==> config.mk <==
export PLATFORM = sky130hd
export DESIGN_NAME = quadrature_position_speed_counter_unit_flat
export DESIGN_NICKNAME = d
export VERILOG_FILES = /design/src/rtl/qpsc_pkg.sv /design/src/rtl/qpsc_if.sv /design/src/rtl/qpsc_fifo.sv /design/src/rtl/qpsc_front.sv /design/src/rtl/qpsc_speed.sv /design/src/rtl/quadrature_position_speed_counter_unit.sv /design/src/flat_wrapper.sv
export SDC_FILE = /design/constraint.sdc
export NUM_CORES = 2
export LEC_CHECK = 0
export ABC_AREA = 1
export BUFFER_PORTS_ARGS = -buffer_cell sky130_fd_sc_hd__buf_2
export CELL_PAD_IN_SITES_DETAIL_PLACEMENT = 1
export CELL_PAD_IN_SITES_GLOBAL_PLACEMENT = 2
export CORE_UTILIZATION = 40
export DETAILED_ROUTE_END_ITERATION = 8
export PLACE_DENSITY = 0.84
export SLEW_MARGIN = 30
export SYNTH_ARGS = -nofsm -noshare
export SYNTH_HDL_FRONTEND = slang
export SYNTH_SLANG_ARGS = --single-unit
export TNS_END_PERCENT = 10
==> constraint.sdc <==
create_clock -name clk -period 27.2 [get_ports clk]
set_input_delay 4.08 -clock clk [delete_from_list [all_inputs] [get_ports clk]]
set_output_delay 4.08 -clock clk [all_outputs]
set_load 0.005 [all_outputs]
==> src/rtl/qpsc_pkg.sv <==
`timescale 1ns / 1ps
// ----------------------------------------------------------------------------
// qpsc_pkg
// shared types and constants of the quadrature position and speed counter
// ----------------------------------------------------------------------------
package qpsc_pkg;

    localparam int CFG_INDEX_BITS = 2;
    localparam int CFG_DATA_BITS  = 16;
    localparam int GLITCH_BITS    = 10;
    localparam int COUNT_BITS     = 16;
    localparam int RPM_BITS       = 32;

    // 60e6 us per minute times 256 for the q8 fraction
    localparam int                SCALE_CHUNK_BITS = 16;
    localparam int                SCALE_CHUNKS     = 3;
    localparam logic [47:0]       RPM_SCALE        = 48'd15360000000;

    typedef enum logic [2:0] {
        FN_PIN_SAMPLE = 3'd0,
        FN_SPEED      = 3'd1,
        FN_CLEAR      = 3'd2,
        FN_STOP       = 3'd3,
        FN_START      = 3'd4
    } func_t;

    typedef enum logic [CFG_INDEX_BITS-1:0] {
        CFG_UPPER_FOLD     = 2'd0,
        CFG_LOWER_FOLD     = 2'd1,
        CFG_COUNTS_PER_REV = 2'd2,
        CFG_GLITCH_SAMPLES = 2'd3
    } cfg_index_t;

    typedef struct packed {
        logic [14:0]            upper_fold;
        logic signed [15:0]     lower_fold;
        logic [15:0]            counts_per_rev;
        logic [GLITCH_BITS-1:0] glitch_samples;
    } cfg_t;

endpackage

==> src/rtl/qpsc_if.sv <==
`timescale 1ns / 1ps
// ----------------------------------------------------------------------------
// qpsc_if
// valid/ready channels for input items and result items
// ----------------------------------------------------------------------------
interface qpsc_in_if #(
    parameter int TIME_BITS = 40
);
    logic                 valid;
    logic                 ready;
    logic [2:0]           func;
    logic                 pin_a;
    logic                 pin_b;
    logic [TIME_BITS-1:0] time_us;

    modport source (output valid, output func, output pin_a, output pin_b,
                    output time_us, input ready);
    modport sink   (input valid, input func, input pin_a, input pin_b,
                    input time_us, output ready);
endinterface

interface qpsc_out_if #(
    parameter int POSITION_BITS = 48
);
    logic                            valid;
    logic                            ready;
    logic signed [POSITION_BITS-1:0] position;
    logic signed [15:0]              raw_count;
    logic signed [31:0]              rpm_q8;
    logic                            status;

    modport source (output valid, output position, output raw_count,
                    output rpm_q8, output status, input ready);
    modport sink   (input valid, input position, input raw_count,
                    input rpm_q8, input status, output ready);
endinterface

==> src/rtl/qpsc_fifo.sv <==
`timescale 1ns / 1ps
// ----------------------------------------------------------------------------
// qpsc_fifo
// small register queue between the counting front and the speed back end
// ----------------------------------------------------------------------------
module qpsc_fifo #(
    parameter int WIDTH = 8,
    parameter int DEPTH = 4
) (
    input  logic             clk,
    input  logic             rst_n,
    input  logic             push,
    input  logic [WIDTH-1:0] push_data,
    output logic             full,
    input  logic             pop,
    output logic [WIDTH-1:0] pop_data,
    output logic             empty
);
    localparam int PTR_W = (DEPTH > 1) ? $clog2(DEPTH) : 1;
    localparam int CNT_W = $clog2(DEPTH + 1);

    logic [WIDTH-1:0] mem_reg [DEPTH];
    logic [PTR_W-1:0] wr_ptr_reg, wr_ptr_next;
    logic [PTR_W-1:0] rd_ptr_reg, rd_ptr_next;
    logic [CNT_W-1:0] count_reg, count_next;
    logic             do_push, do_pop;

    assign full     = (count_reg == CNT_W'(DEPTH));
    assign empty    = (count_reg == '0);
    assign do_push  = push && !full;
    assign do_pop   = pop && !empty;
    assign pop_data = mem_reg[rd_ptr_reg];

    always_comb
    begin
        wr_ptr_next = wr_ptr_reg;
        rd_ptr_next = rd_ptr_reg;
        count_next  = count_reg;
        if (do_push)
        begin
            wr_ptr_next = (wr_ptr_reg == PTR_W'(DEPTH - 1)) ? '0 : wr_ptr_reg + 1'b1;
        end
        if (do_pop)
        begin
            rd_ptr_next = (rd_ptr_reg == PTR_W'(DEPTH - 1)) ? '0 : rd_ptr_reg + 1'b1;
        end
        if (do_push && !do_pop)
        begin
            count_next = count_reg + 1'b1;
        end
        else if (do_pop && !do_push)
        begin
            count_next = count_reg - 1'b1;
        end
    end

    always_ff @(posedge clk or negedge rst_n)
    begin
        if (!rst_n)
        begin
            wr_ptr_reg <= '0;
            rd_ptr_reg <= '0;
            count_reg  <= '0;
        end
        else
        begin
            wr_ptr_reg <= wr_ptr_next;
            rd_ptr_reg <= rd_ptr_next;
            count_reg  <= count_next;
        end
    end

    always_ff @(posedge clk)
    begin
        if (do_push)
        begin
            mem_reg[wr_ptr_reg] <= push_data;
        end
    end

endmodule

==> src/rtl/qpsc_front.sv <==
`timescale 1ns / 1ps
// ----------------------------------------------------------------------------
// qpsc_front
// glitch filters, x4 edge decoding, limited counter and position tracking
// ----------------------------------------------------------------------------
module qpsc_front #(
    parameter int POSITION_BITS = 48
) (
    input  logic                     clk,
    input  logic                     rst_n,
    input  qpsc_pkg::cfg_t           cfg,
    input  logic                     take,
    input  logic [2:0]               func,
    input  logic                     pin_a,
    input  logic                     pin_b,
    output logic [POSITION_BITS-1:0] position,
    output logic [15:0]              raw_count
);
    localparam int GB = qpsc_pkg::GLITCH_BITS;

    typedef struct packed {
        logic          level;
        logic [GB-1:0] run;
        logic          hit;
    } filt_t;

    function automatic filt_t filter_pin(input logic raw, input logic level,
                                         input logic [GB-1:0] run,
                                         input logic [GB-1:0] need);
        filt_t   r;
        logic [GB:0] run_inc;
        run_inc = {1'b0, run} + 1'b1;
        r.level = level;
        r.run   = '0;
        r.hit   = 1'b0;
        if (raw != level)
        begin
            if (run_inc >= {1'b0, need})
            begin
                r.level = raw;
                r.hit   = 1'b1;
            end
            else
            begin
                r.run = run_inc[GB-1:0];
            end
        end
        return r;
    endfunction

    logic                     level_a_reg, level_a_next;
    logic                     level_b_reg, level_b_next;
    logic [GB-1:0]            run_a_reg, run_a_next;
    logic [GB-1:0]            run_b_reg, run_b_next;
    logic signed [15:0]       count_reg, count_next;
    logic [POSITION_BITS-1:0] acc_reg, acc_next;
    logic [POSITION_BITS-1:0] pos_reg, pos_next;
    logic                     running_reg, running_next;

    filt_t                    fa, fb;
    logic                     up, do_count, fold;
    logic signed [16:0]       count_sum;
    logic [POSITION_BITS-1:0] pos_step;

    assign fa = filter_pin(pin_a, level_a_reg, run_a_reg, cfg.glitch_samples);
    assign fb = filter_pin(pin_b, level_b_reg, run_b_reg, cfg.glitch_samples);

    // direction of the accepted edge, judged against the other channel's old level
    assign up        = fa.hit ? (fa.level == level_b_reg) : (fb.level != level_a_reg);
    assign do_count  = running_reg && (fa.hit ^ fb.hit);
    assign count_sum = {count_reg[15], count_reg} + (up ? 17'sd1 : -17'sd1);
    assign fold      = (count_sum >= $signed({2'b00, cfg.upper_fold}))
                    || (count_sum <= $signed({cfg.lower_fold[15], cfg.lower_fold}));
    assign pos_step  = pos_reg + {{(POSITION_BITS-1){!up}}, 1'b1};

    always_comb
    begin
        level_a_next = level_a_reg;
        level_b_next = level_b_reg;
        run_a_next   = run_a_reg;
        run_b_next   = run_b_reg;
        count_next   = count_reg;
        acc_next     = acc_reg;
        pos_next     = pos_reg;
        running_next = running_reg;
        if (take)
        begin
            case (func)
                qpsc_pkg::FN_PIN_SAMPLE:
                begin
                    level_a_next = fa.level;
                    level_b_next = fb.level;
                    run_a_next   = fa.run;
                    run_b_next   = fb.run;
                    if (do_count)
                    begin
                        pos_next = pos_step;
                        if (fold)
                        begin
                            acc_next   = pos_step;
                            count_next = '0;
                        end
                        else
                        begin
                            count_next = count_sum[15:0];
                        end
                    end
                end
                qpsc_pkg::FN_CLEAR:
                begin
                    count_next = '0;
                    pos_next   = acc_reg;
                end
                qpsc_pkg::FN_STOP:  running_next = 1'b0;
                qpsc_pkg::FN_START: running_next = 1'b1;
                default:            ;
            endcase
        end
    end

    always_ff @(posedge clk or negedge rst_n)
    begin
        if (!rst_n)
        begin
            level_a_reg <= 1'b0;
            level_b_reg <= 1'b0;
            run_a_reg   <= '0;
            run_b_reg   <= '0;
            count_reg   <= '0;
            acc_reg     <= '0;
            pos_reg     <= '0;
            running_reg <= 1'b1;
        end
        else
        begin
            level_a_reg <= level_a_next;
            level_b_reg <= level_b_next;
            run_a_reg   <= run_a_next;
            run_b_reg   <= run_b_next;
            count_reg   <= count_next;
            acc_reg     <= acc_next;
            pos_reg     <= pos_next;
            running_reg <= running_next;
        end
    end

    assign position  = pos_next;
    assign raw_count = count_next;

endmodule

==> src/rtl/qpsc_speed.sv <==
`timescale 1ns / 1ps
// ----------------------------------------------------------------------------
// qpsc_speed
// result stage: speed from position and time deltas by bit-serial division
// ----------------------------------------------------------------------------
module qpsc_speed #(
    parameter int POSITION_BITS = 48,
    parameter int TIME_BITS     = 40
) (
    input  logic                     clk,
    input  logic                     rst_n,
    input  logic [15:0]              counts_per_rev,
    input  logic                     q_valid,
    output logic                     q_pop,
    input  logic                     q_speed,
    input  logic [TIME_BITS-1:0]     q_time,
    input  logic [POSITION_BITS-1:0] q_position,
    input  logic [15:0]              q_raw_count,
    output logic                     out_valid,
    input  logic                     out_ready,
    output logic [POSITION_BITS-1:0] out_position,
    output logic [15:0]              out_raw_count,
    output logic [31:0]              out_rpm_q8,
    output logic                     out_status
);
    localparam int P     = POSITION_BITS;
    localparam int T     = TIME_BITS;
    localparam int CB    = qpsc_pkg::SCALE_CHUNK_BITS;
    localparam int NUM_W = P + 33;
    localparam int DEN_W = T + 15;
    localparam int CNT_W = $clog2(NUM_W);

    typedef enum logic [2:0] {
        S_IDLE,
        S_PREP,
        S_MUL,
        S_DIV,
        S_FIN
    } state_t;

    state_t         state_reg, state_next;
    logic [P-1:0]   last_pos_reg, last_pos_next;
    logic [T-1:0]   last_time_reg, last_time_next;
    logic [P-1:0]   dp_reg, dp_next;
    logic [T-2:0]   dt_reg, dt_next;
    logic           neg_reg, neg_next;
    logic [P-1:0]   mag_reg, mag_next;
    logic [NUM_W-1:0] num_reg, num_next;
    logic [DEN_W-1:0] den_reg, den_next;
    logic [DEN_W-1:0] rem_reg, rem_next;
    logic [31:0]    quo_reg, quo_next;
    logic           sat_reg, sat_next;
    logic [1:0]     chunk_reg, chunk_next;
    logic [CNT_W-1:0] cnt_reg, cnt_next;
    logic           ov_reg, ov_next;
    logic [P-1:0]   opos_reg, opos_next;
    logic [15:0]    oraw_reg, oraw_next;
    logic [31:0]    orpm_reg, orpm_next;
    logic           ostat_reg, ostat_next;
    logic [P-1:0]   hpos_reg, hpos_next;
    logic [15:0]    hraw_reg, hraw_next;

    logic           out_free;
    logic [P-1:0]   dp_now;
    logic [T-1:0]   dt_now;
    logic [15:0]    cpr_eff;
    logic [CB-1:0]  chunk_val;
    logic [P+CB-1:0] part;
    logic [DEN_W:0] rem_shift;
    logic           qbit;
    logic           over;

    assign out_free  = !ov_reg || out_ready;
    assign dp_now    = q_position - last_pos_reg;
    assign dt_now    = q_time - last_time_reg;
    assign cpr_eff   = (counts_per_rev == '0) ? 16'd1 : counts_per_rev;
    assign chunk_val = qpsc_pkg::RPM_SCALE[chunk_reg*CB +: CB];
    assign part      = mag_reg * chunk_val;
    assign rem_shift = {rem_reg, num_reg[NUM_W-1]};
    assign qbit      = (rem_shift >= {1'b0, den_reg});
    assign over      = sat_reg || quo_reg[31];

    always_comb
    begin
        state_next     = state_reg;
        last_pos_next  = last_pos_reg;
        last_time_next = last_time_reg;
        dp_next        = dp_reg;
        dt_next        = dt_reg;
        neg_next       = neg_reg;
        mag_next       = mag_reg;
        num_next       = num_reg;
        den_next       = den_reg;
        rem_next       = rem_reg;
        quo_next       = quo_reg;
        sat_next       = sat_reg;
        chunk_next     = chunk_reg;
        cnt_next       = cnt_reg;
        ov_next        = ov_reg;
        opos_next      = opos_reg;
        oraw_next      = oraw_reg;
        orpm_next      = orpm_reg;
        ostat_next     = ostat_reg;
        hpos_next      = hpos_reg;
        hraw_next      = hraw_reg;
        q_pop          = 1'b0;
        if (out_ready)
        begin
            ov_next = 1'b0;
        end
        case (state_reg)
            S_IDLE:
            begin
                if (q_valid && out_free)
                begin
                    q_pop = 1'b1;
                    if (!q_speed)
                    begin
                        ov_next    = 1'b1;
                        opos_next  = q_position;
                        oraw_next  = q_raw_count;
                        orpm_next  = '0;
                        ostat_next = 1'b0;
                    end
                    else
                    begin
                        last_pos_next  = q_position;
                        last_time_next = q_time;
                        hpos_next      = q_position;
                        hraw_next      = q_raw_count;
                        dp_next        = dp_now;
                        dt_next        = dt_now[T-2:0];
                        if (dt_now == '0 || dt_now[T-1])
                        begin
                            ov_next    = 1'b1;
                            opos_next  = q_position;
                            oraw_next  = q_raw_count;
                            orpm_next  = '0;
                            ostat_next = 1'b1;
                        end
                        else
                        begin
                            state_next = S_PREP;
                        end
                    end
                end
            end
            S_PREP:
            begin
                neg_next   = dp_reg[P-1];
                mag_next   = dp_reg[P-1] ? (~dp_reg + 1'b1) : dp_reg;
                den_next   = DEN_W'(dt_reg * cpr_eff);
                num_next   = '0;
                chunk_next = 2'(qpsc_pkg::SCALE_CHUNKS - 1);
                state_next = S_MUL;
            end
            S_MUL:
            begin
                num_next = {num_reg[NUM_W-CB-1:0], {CB{1'b0}}} + NUM_W'(part);
                if (chunk_reg == '0)
                begin
                    rem_next   = '0;
                    quo_next   = '0;
                    sat_next   = 1'b0;
                    cnt_next   = CNT_W'(NUM_W - 1);
                    state_next = S_DIV;
                end
                else
                begin
                    chunk_next = chunk_reg - 1'b1;
                end
            end
            S_DIV:
            begin
                num_next = {num_reg[NUM_W-2:0], 1'b0};
                rem_next = qbit ? DEN_W'(rem_shift - {1'b0, den_reg})
                                : rem_shift[DEN_W-1:0];
                sat_next = sat_reg || quo_reg[31];
                quo_next = {quo_reg[30:0], qbit};
                if (cnt_reg == '0)
                begin
                    state_next = S_FIN;
                end
                else
                begin
                    cnt_next = cnt_reg - 1'b1;
                end
            end
            S_FIN:
            begin
                if (out_free)
                begin
                    ov_next    = 1'b1;
                    opos_next  = hpos_reg;
                    oraw_next  = hraw_reg;
                    ostat_next = 1'b0;
                    if (neg_reg)
                    begin
                        orpm_next = over ? 32'h8000_0000 : (~quo_reg + 1'b1);
                    end
                    else
                    begin
                        orpm_next = over ? 32'h7FFF_FFFF : quo_reg;
                    end
                    state_next = S_IDLE;
                end
            end
            default:
            begin
                state_next = S_IDLE;
            end
        endcase
    end

    always_ff @(posedge clk or negedge rst_n)
    begin
        if (!rst_n)
        begin
            state_reg     <= S_IDLE;
            last_pos_reg  <= '0;
            last_time_reg <= '0;
            ov_reg        <= 1'b0;
        end
        else
        begin
            state_reg     <= state_next;
            last_pos_reg  <= last_pos_next;
            last_time_reg <= last_time_next;
            ov_reg        <= ov_next;
        end
    end

    always_ff @(posedge clk)
    begin
        dp_reg    <= dp_next;
        dt_reg    <= dt_next;
        neg_reg   <= neg_next;
        mag_reg   <= mag_next;
        num_reg   <= num_next;
        den_reg   <= den_next;
        rem_reg   <= rem_next;
        quo_reg   <= quo_next;
        sat_reg   <= sat_next;
        chunk_reg <= chunk_next;
        cnt_reg   <= cnt_next;
        opos_reg  <= opos_next;
        oraw_reg  <= oraw_next;
        orpm_reg  <= orpm_next;
        ostat_reg <= ostat_next;
        hpos_reg  <= hpos_next;
        hraw_reg  <= hraw_next;
    end

    assign out_valid     = ov_reg;
    assign out_position  = opos_reg;
    assign out_raw_count = oraw_reg;
    assign out_rpm_q8    = orpm_reg;
    assign out_status    = ostat_reg;

endmodule

==> src/rtl/quadrature_position_speed_counter_unit.sv <==
`timescale 1ns / 1ps
// path: pin samples and commands pass through the queue and then the output register of the result stage
// speed request: steps S_PREP, S_MUL, S_DIV and S_FIN in turn, with the
// one-bit-per-cycle divider in S_DIV; it holds the result stage while it runs
// throughput: one item per cycle while no speed request is in flight and out_ch.ready stays high
// reset: all counting state, speed history and config registers to defaults at once
// ----------------------------------------------------------------------------
// quadrature_position_speed_counter_unit
// x4 quadrature counter with limit folding and rpm speed requests
// ----------------------------------------------------------------------------
module quadrature_position_speed_counter_unit #(
    parameter int POSITION_BITS = 48,
    parameter int TIME_BITS     = 40,
    parameter int QUEUE_DEPTH   = 4
) (
    input  logic                                   clk,
    input  logic                                   rst_n,
    qpsc_in_if.sink                                in_ch,
    qpsc_out_if.source                             out_ch,
    input  logic                                   cfg_we,
    input  logic [qpsc_pkg::CFG_INDEX_BITS-1:0]    cfg_index,
    input  logic [qpsc_pkg::CFG_DATA_BITS-1:0]     cfg_data
);
    localparam int ENTRY_W = 1 + TIME_BITS + 16 + POSITION_BITS;

    qpsc_pkg::cfg_t           cfg_reg;
    logic                     take;
    logic                     q_full, q_empty, q_pop;
    logic [ENTRY_W-1:0]       q_in, q_out;
    logic [POSITION_BITS-1:0] f_position;
    logic [15:0]              f_raw_count;
    logic                     e_speed;
    logic [TIME_BITS-1:0]     e_time;
    logic [15:0]              e_raw_count;
    logic [POSITION_BITS-1:0] e_position;
    logic [POSITION_BITS-1:0] o_position;
    logic [15:0]              o_raw_count;
    logic [31:0]              o_rpm_q8;

    always_ff @(posedge clk or negedge rst_n)
    begin
        if (!rst_n)
        begin
            cfg_reg.upper_fold     <= 15'd30000;
            cfg_reg.lower_fold     <= -16'sd30000;
            cfg_reg.counts_per_rev <= 16'd2400;
            cfg_reg.glitch_samples <= 10'd80;
        end
        else if (cfg_we)
        begin
            case (cfg_index)
                qpsc_pkg::CFG_UPPER_FOLD:     cfg_reg.upper_fold     <= cfg_data[14:0];
                qpsc_pkg::CFG_LOWER_FOLD:     cfg_reg.lower_fold     <= cfg_data;
                qpsc_pkg::CFG_COUNTS_PER_REV: cfg_reg.counts_per_rev <= cfg_data;
                qpsc_pkg::CFG_GLITCH_SAMPLES: cfg_reg.glitch_samples <= cfg_data[9:0];
                default:                      ;
            endcase
        end
    end

    assign in_ch.ready = !q_full;
    assign take        = in_ch.valid && !q_full;

    qpsc_front #(
        .POSITION_BITS (POSITION_BITS)
    ) u_front (
        .clk       (clk),
        .rst_n     (rst_n),
        .cfg       (cfg_reg),
        .take      (take),
        .func      (in_ch.func),
        .pin_a     (in_ch.pin_a),
        .pin_b     (in_ch.pin_b),
        .position  (f_position),
        .raw_count (f_raw_count)
    );

    assign q_in = {(in_ch.func == qpsc_pkg::FN_SPEED), in_ch.time_us, f_raw_count, f_position};

    qpsc_fifo #(
        .WIDTH (ENTRY_W),
        .DEPTH (QUEUE_DEPTH)
    ) u_fifo (
        .clk       (clk),
        .rst_n     (rst_n),
        .push      (take),
        .push_data (q_in),
        .full      (q_full),
        .pop       (q_pop),
        .pop_data  (q_out),
        .empty     (q_empty)
    );

    assign {e_speed, e_time, e_raw_count, e_position} = q_out;

    qpsc_speed #(
        .POSITION_BITS (POSITION_BITS),
        .TIME_BITS     (TIME_BITS)
    ) u_speed (
        .clk            (clk),
        .rst_n          (rst_n),
        .counts_per_rev (cfg_reg.counts_per_rev),
        .q_valid        (!q_empty),
        .q_pop          (q_pop),
        .q_speed        (e_speed),
        .q_time         (e_time),
        .q_position     (e_position),
        .q_raw_count    (e_raw_count),
        .out_valid      (out_ch.valid),
        .out_ready      (out_ch.ready),
        .out_position   (o_position),
        .out_raw_count  (o_raw_count),
        .out_rpm_q8     (o_rpm_q8),
        .out_status     (out_ch.status)
    );

    assign out_ch.position  = o_position;
    assign out_ch.raw_count = o_raw_count;
    assign out_ch.rpm_q8    = o_rpm_q8;

endmodule
==> src/flat_wrapper.sv <==
// flat-port wrapper written by rule: the top's interface ports become plain ports
module quadrature_position_speed_counter_unit_flat 
#(
    parameter int POSITION_BITS = 48,
    parameter int TIME_BITS     = 40,
    parameter int QUEUE_DEPTH   = 4
)
  (clk, rst_n, cfg_we, cfg_index, cfg_data, in_ch_valid, in_ch_func, in_ch_pin_a, in_ch_pin_b, in_ch_time_us, in_ch_ready, out_ch_valid, out_ch_position, out_ch_raw_count, out_ch_rpm_q8, out_ch_status, out_ch_ready);
  qpsc_in_if #(.TIME_BITS(TIME_BITS)) in_ch_i ();
  qpsc_out_if #(.POSITION_BITS(POSITION_BITS)) out_ch_i ();
  input  logic clk;
  input  logic rst_n;
  input  logic cfg_we;
  input  logic [qpsc_pkg::CFG_INDEX_BITS-1:0] cfg_index;
  input  logic [qpsc_pkg::CFG_DATA_BITS-1:0] cfg_data;
  input wire logic [$bits(in_ch_i.valid)-1:0] in_ch_valid;
  input wire logic [$bits(in_ch_i.func)-1:0] in_ch_func;
  input wire logic [$bits(in_ch_i.pin_a)-1:0] in_ch_pin_a;
  input wire logic [$bits(in_ch_i.pin_b)-1:0] in_ch_pin_b;
  input wire logic [$bits(in_ch_i.time_us)-1:0] in_ch_time_us;
  output wire logic [$bits(in_ch_i.ready)-1:0] in_ch_ready;
  output wire logic [$bits(out_ch_i.valid)-1:0] out_ch_valid;
  output wire logic [$bits(out_ch_i.position)-1:0] out_ch_position;
  output wire logic [$bits(out_ch_i.raw_count)-1:0] out_ch_raw_count;
  output wire logic [$bits(out_ch_i.rpm_q8)-1:0] out_ch_rpm_q8;
  output wire logic [$bits(out_ch_i.status)-1:0] out_ch_status;
  input wire logic [$bits(out_ch_i.ready)-1:0] out_ch_ready;
  assign in_ch_i.valid = in_ch_valid;
  assign in_ch_i.func = in_ch_func;
  assign in_ch_i.pin_a = in_ch_pin_a;
  assign in_ch_i.pin_b = in_ch_pin_b;
  assign in_ch_i.time_us = in_ch_time_us;
  assign in_ch_ready = in_ch_i.ready;
  assign out_ch_valid = out_ch_i.valid;
  assign out_ch_position = out_ch_i.position;
  assign out_ch_raw_count = out_ch_i.raw_count;
  assign out_ch_rpm_q8 = out_ch_i.rpm_q8;
  assign out_ch_status = out_ch_i.status;
  assign out_ch_i.ready = out_ch_ready;
  quadrature_position_speed_counter_unit #(.POSITION_BITS(POSITION_BITS), .TIME_BITS(TIME_BITS), .QUEUE_DEPTH(QUEUE_DEPTH)) u_core (.clk(clk), .rst_n(rst_n), .in_ch(in_ch_i), .out_ch(out_ch_i), .cfg_we(cfg_we), .cfg_index(cfg_index), .cfg_data(cfg_data));
endmodule
==> flow_metrics.env <==
export IMPL_cp_common_cell="nand2_1"
export IMPL_firstDrtPassIters=6
export IMPL_synth_cell_types=69
export IMPL_ios=167
export IMPL_timing_rr_end="u_core.u_front.acc_reg[4]"
export IMPL_reg2reg_depth=39
export IMPL_synth_warnings=0
export IMPL_r2r_start="u_core.u_front.run_b_reg[2]"
export IMPL_maxCapViolCount=0
export IMPL_ant_nets=0
export IMPL_critPathKind="primary input to flip-flop"
export IMPL_syn_inst=11100
export IMPL_synth_avg_cell_area_um2=8.84
export IMPL_fin_crit_ns=10.92
export IMPL_grt_start_max_net_pins=98
export IMPL_cts_buffers=145
export IMPL_largest_reg_flops=420
export IMPL_drv_slew=0
export IMPL_cts_tree="done"
export IMPL_slew_headroom=0.304
export IMPL_area_delta_synth_final_pct=9.41
export IMPL_die_x_um=496
export IMPL_clk_pin_slew_worst_paths_ns=0.07
export IMPL_vias=76400
export IMPL_synth_async_sr_flop_share=0.234
export IMPL_via_per_inst=5.31
export IMPL_cp_startpoint="in_ch_pin_a"
export IMPL_htreeDepth=4
export IMPL_hold_violations=0
export IMPL_place_congestion=0.892
export IMPL_portBuffers=166
export IMPL_setup_viol=0
export IMPL_finalCritPeriodShare=0.401
export IMPL_fin_tns_setup_ns=0
export IMPL_crit_arrival_ns=11.62
export IMPL_clockRootBuffer="clkbuf_16"
export IMPL_coreArea_mm2=0.243
export IMPL_finClkSkew_ns=0.0607
export IMPL_wl_um=312000
export IMPL_synth_seq_area_share=0.367
export IMPL_wl_per_cell_um=21.7
export IMPL_cp_max_fo=50
export IMPL_grt_pass1_vias=83900
export IMPL_reg2reg_slack_ns=17.63
export IMPL_ys_seq_elements=1241
export IMPL_grt_use_total=0.256
export IMPL_tightest_slew_ns=1.04
export IMPL_clk_path_buf_depth=3
export IMPL_drc=0
export IMPL_synth_edf_count=950
export IMPL_crit_path_end_kind="flip-flop"
export IMPL_dp_hpwl_um=237000
export IMPL_crit_slowest_cell="nand2_4"
export IMPL_cp_start_kind="primary input"
export IMPL_drive_gt1_frac=0.0541
export IMPL_grt_antenna_before_repair=10
export IMPL_die_area_mm2=0.246
export IMPL_cts_sinks=1241
export IMPL_outcome="complete, no violations"
export IMPL_synth_flop_cell="edfxtp_1"
export IMPL_rsz0062_at_grt="no"
export IMPL_post_cts_resized=0
export IMPL_required_ns=27.90
export IMPL_hold_path_class="flip-flop to flip-flop"
export IMPL_die_h_um=496
export IMPL_max_freq_mhz=91.6
export IMPL_crit_end="u_core.u_front.acc_reg[4]"
export IMPL_final_cell_mix="2548 x nand2_1, 1887 x inv_1, 950 x edfxtp_1, 828 x fa_1, 804 x nor2_1"
export IMPL_syn_nets=12600
export IMPL_syn_area_mm2=0.0977
export IMPL_grt_overflow_total=0
export IMPL_clk_latency_ns=0.82
export IMPL_cts_hold_buffers=0
export IMPL_initial_core_util=0.402
export IMPL_drt_iter0_markers=4555
export IMPL_rows=181
export IMPL_grt_pass1_wl_um=488000
export IMPL_layout_commonest_cell="nand2_1"
export IMPL_post_cts_buffers=0
export IMPL_nets=12600
export IMPL_cpPeakStageDelay_ns=0.83
## how the worst min path moves through the flow
stage                                           from                          to  slack (ns)  cells past startpoint
after CTS                 u_core.u_front.acc_reg[35]  u_core.u_front.acc_reg[35]        0.48                      2
after detailed placement  u_core.u_front.acc_reg[42]  u_core.u_front.acc_reg[42]        0.46                      2
after global placement            u_core.cfg_reg[19]          u_core.cfg_reg[19]        0.47                      2
final                     u_core.u_front.acc_reg[35]  u_core.u_front.acc_reg[35]        0.48                      2
after global routing      u_core.u_front.acc_reg[42]  u_core.u_front.acc_reg[42]        0.49                      2
after floorplan            u_core.u_speed.dp_reg[47]      u_core.u_speed.neg_reg        0.42                      0
## Yosys cell counts (26+ instances only)
| cell type | number | area share |
|---|---|---|
| a21o_1 | 26 | 0.0020 |
| a21oi_1 | 567 | 0.029 |
| a31oi_1 | 64 | 0.0041 |
| clkbuf_1 | 371 | 0.014 |
| dfrtp_1 | 271 | 0.069 |
| edfxtp_1 | 950 | 0.29 |
| fa_1 | 828 | 0.17 |
| ha_1 | 642 | 0.082 |
| inv_1 | 1892 | 0.073 |
| nand2_1 | 2550 | 0.098 |
| nand3_1 | 280 | 0.014 |
| nand3b_1 | 46 | 0.0035 |
| nand4_1 | 58 | 0.0037 |
| nor2_1 | 817 | 0.031 |
| nor3_1 | 88 | 0.0045 |
| nor4_1 | 31 | 0.0020 |
| o21a_1 | 38 | 0.0029 |
| o21ai_0 | 772 | 0.040 |
| o21ai_1 | 26 | 0.0013 |
| o22ai_1 | 110 | 0.0070 |
| o41ai_1 | 57 | 0.0051 |
| xnor2_1 | 120 | 0.011 |
| xor2_1 | 184 | 0.016 |
## per-stage QoR
step / instances / cell area (um2) / setup slack (ns) / hold slack, ns / util
3_5_place_dp: 14100 / 102000 / 15.49 / 0.463 / 0.419
4_1_cts: 14400 / 107000 / 16.36 / 0.478 / 0.440
5_1_grt: 14400 / 107000 / 15.79 / 0.494 / 0.440
2_1_floorplan: 11100 / 97700 / 17.16 / 0.424 / -
3_3_place_gp: 14100 / 102000 / 15.65 / 0.467 / 0.419
6_report: 14400 / 107000 / 16.28 / 0.477 / 0.440
## cell type report
type	instances	area [um2]
Sequential cell	1241	35800
Clock buffer	171	3790
Tap cell	3202	4010
Inverter	1908	7170
Multi-Input combinational cell	7493	53200
Antenna cell	3	7.51
Clock inverter	97	1220
Timing Repair Buffer	272	1700
Fill cell	28300	136000
## layer usage
metal | vias up | routed length (um) | global-route usage
li1 | 35600 | - | -
met1 | 39000 | 141000 | 0.341
met2 | 1431 | 150000 | 0.435
met3 | 389 | 11600 | 0.0279
met4 | 0 | 9820 | 0.0775
met5 | - | 0 | 0
## kinds of logic after synthesis
kind of cell,Yosys count,synth area share
simple gates,3933,0.162
buf+inv,2319,0.0903
compound gates,1783,0.101
fa+ha+maj,1470,0.252
flops,1241,0.367
xor+xnor,306,0.0276
mux,1,0.000115
## critical path, delay by kind of cell
family	cells	cell delay, ns
AO/OA/AOI/OAI	5	1.06
multiplexers	1	0.24
buffers and inverters	10	2.14
XOR/XNOR	1	0.12
AND/OR/NAND/NOR	15	3.45
adder cells (fa/ha/maj)	2	0.43
Power is not shown: default switching activity piles up to over one toggle a cycle in this logic, so the estimate is an artifact.
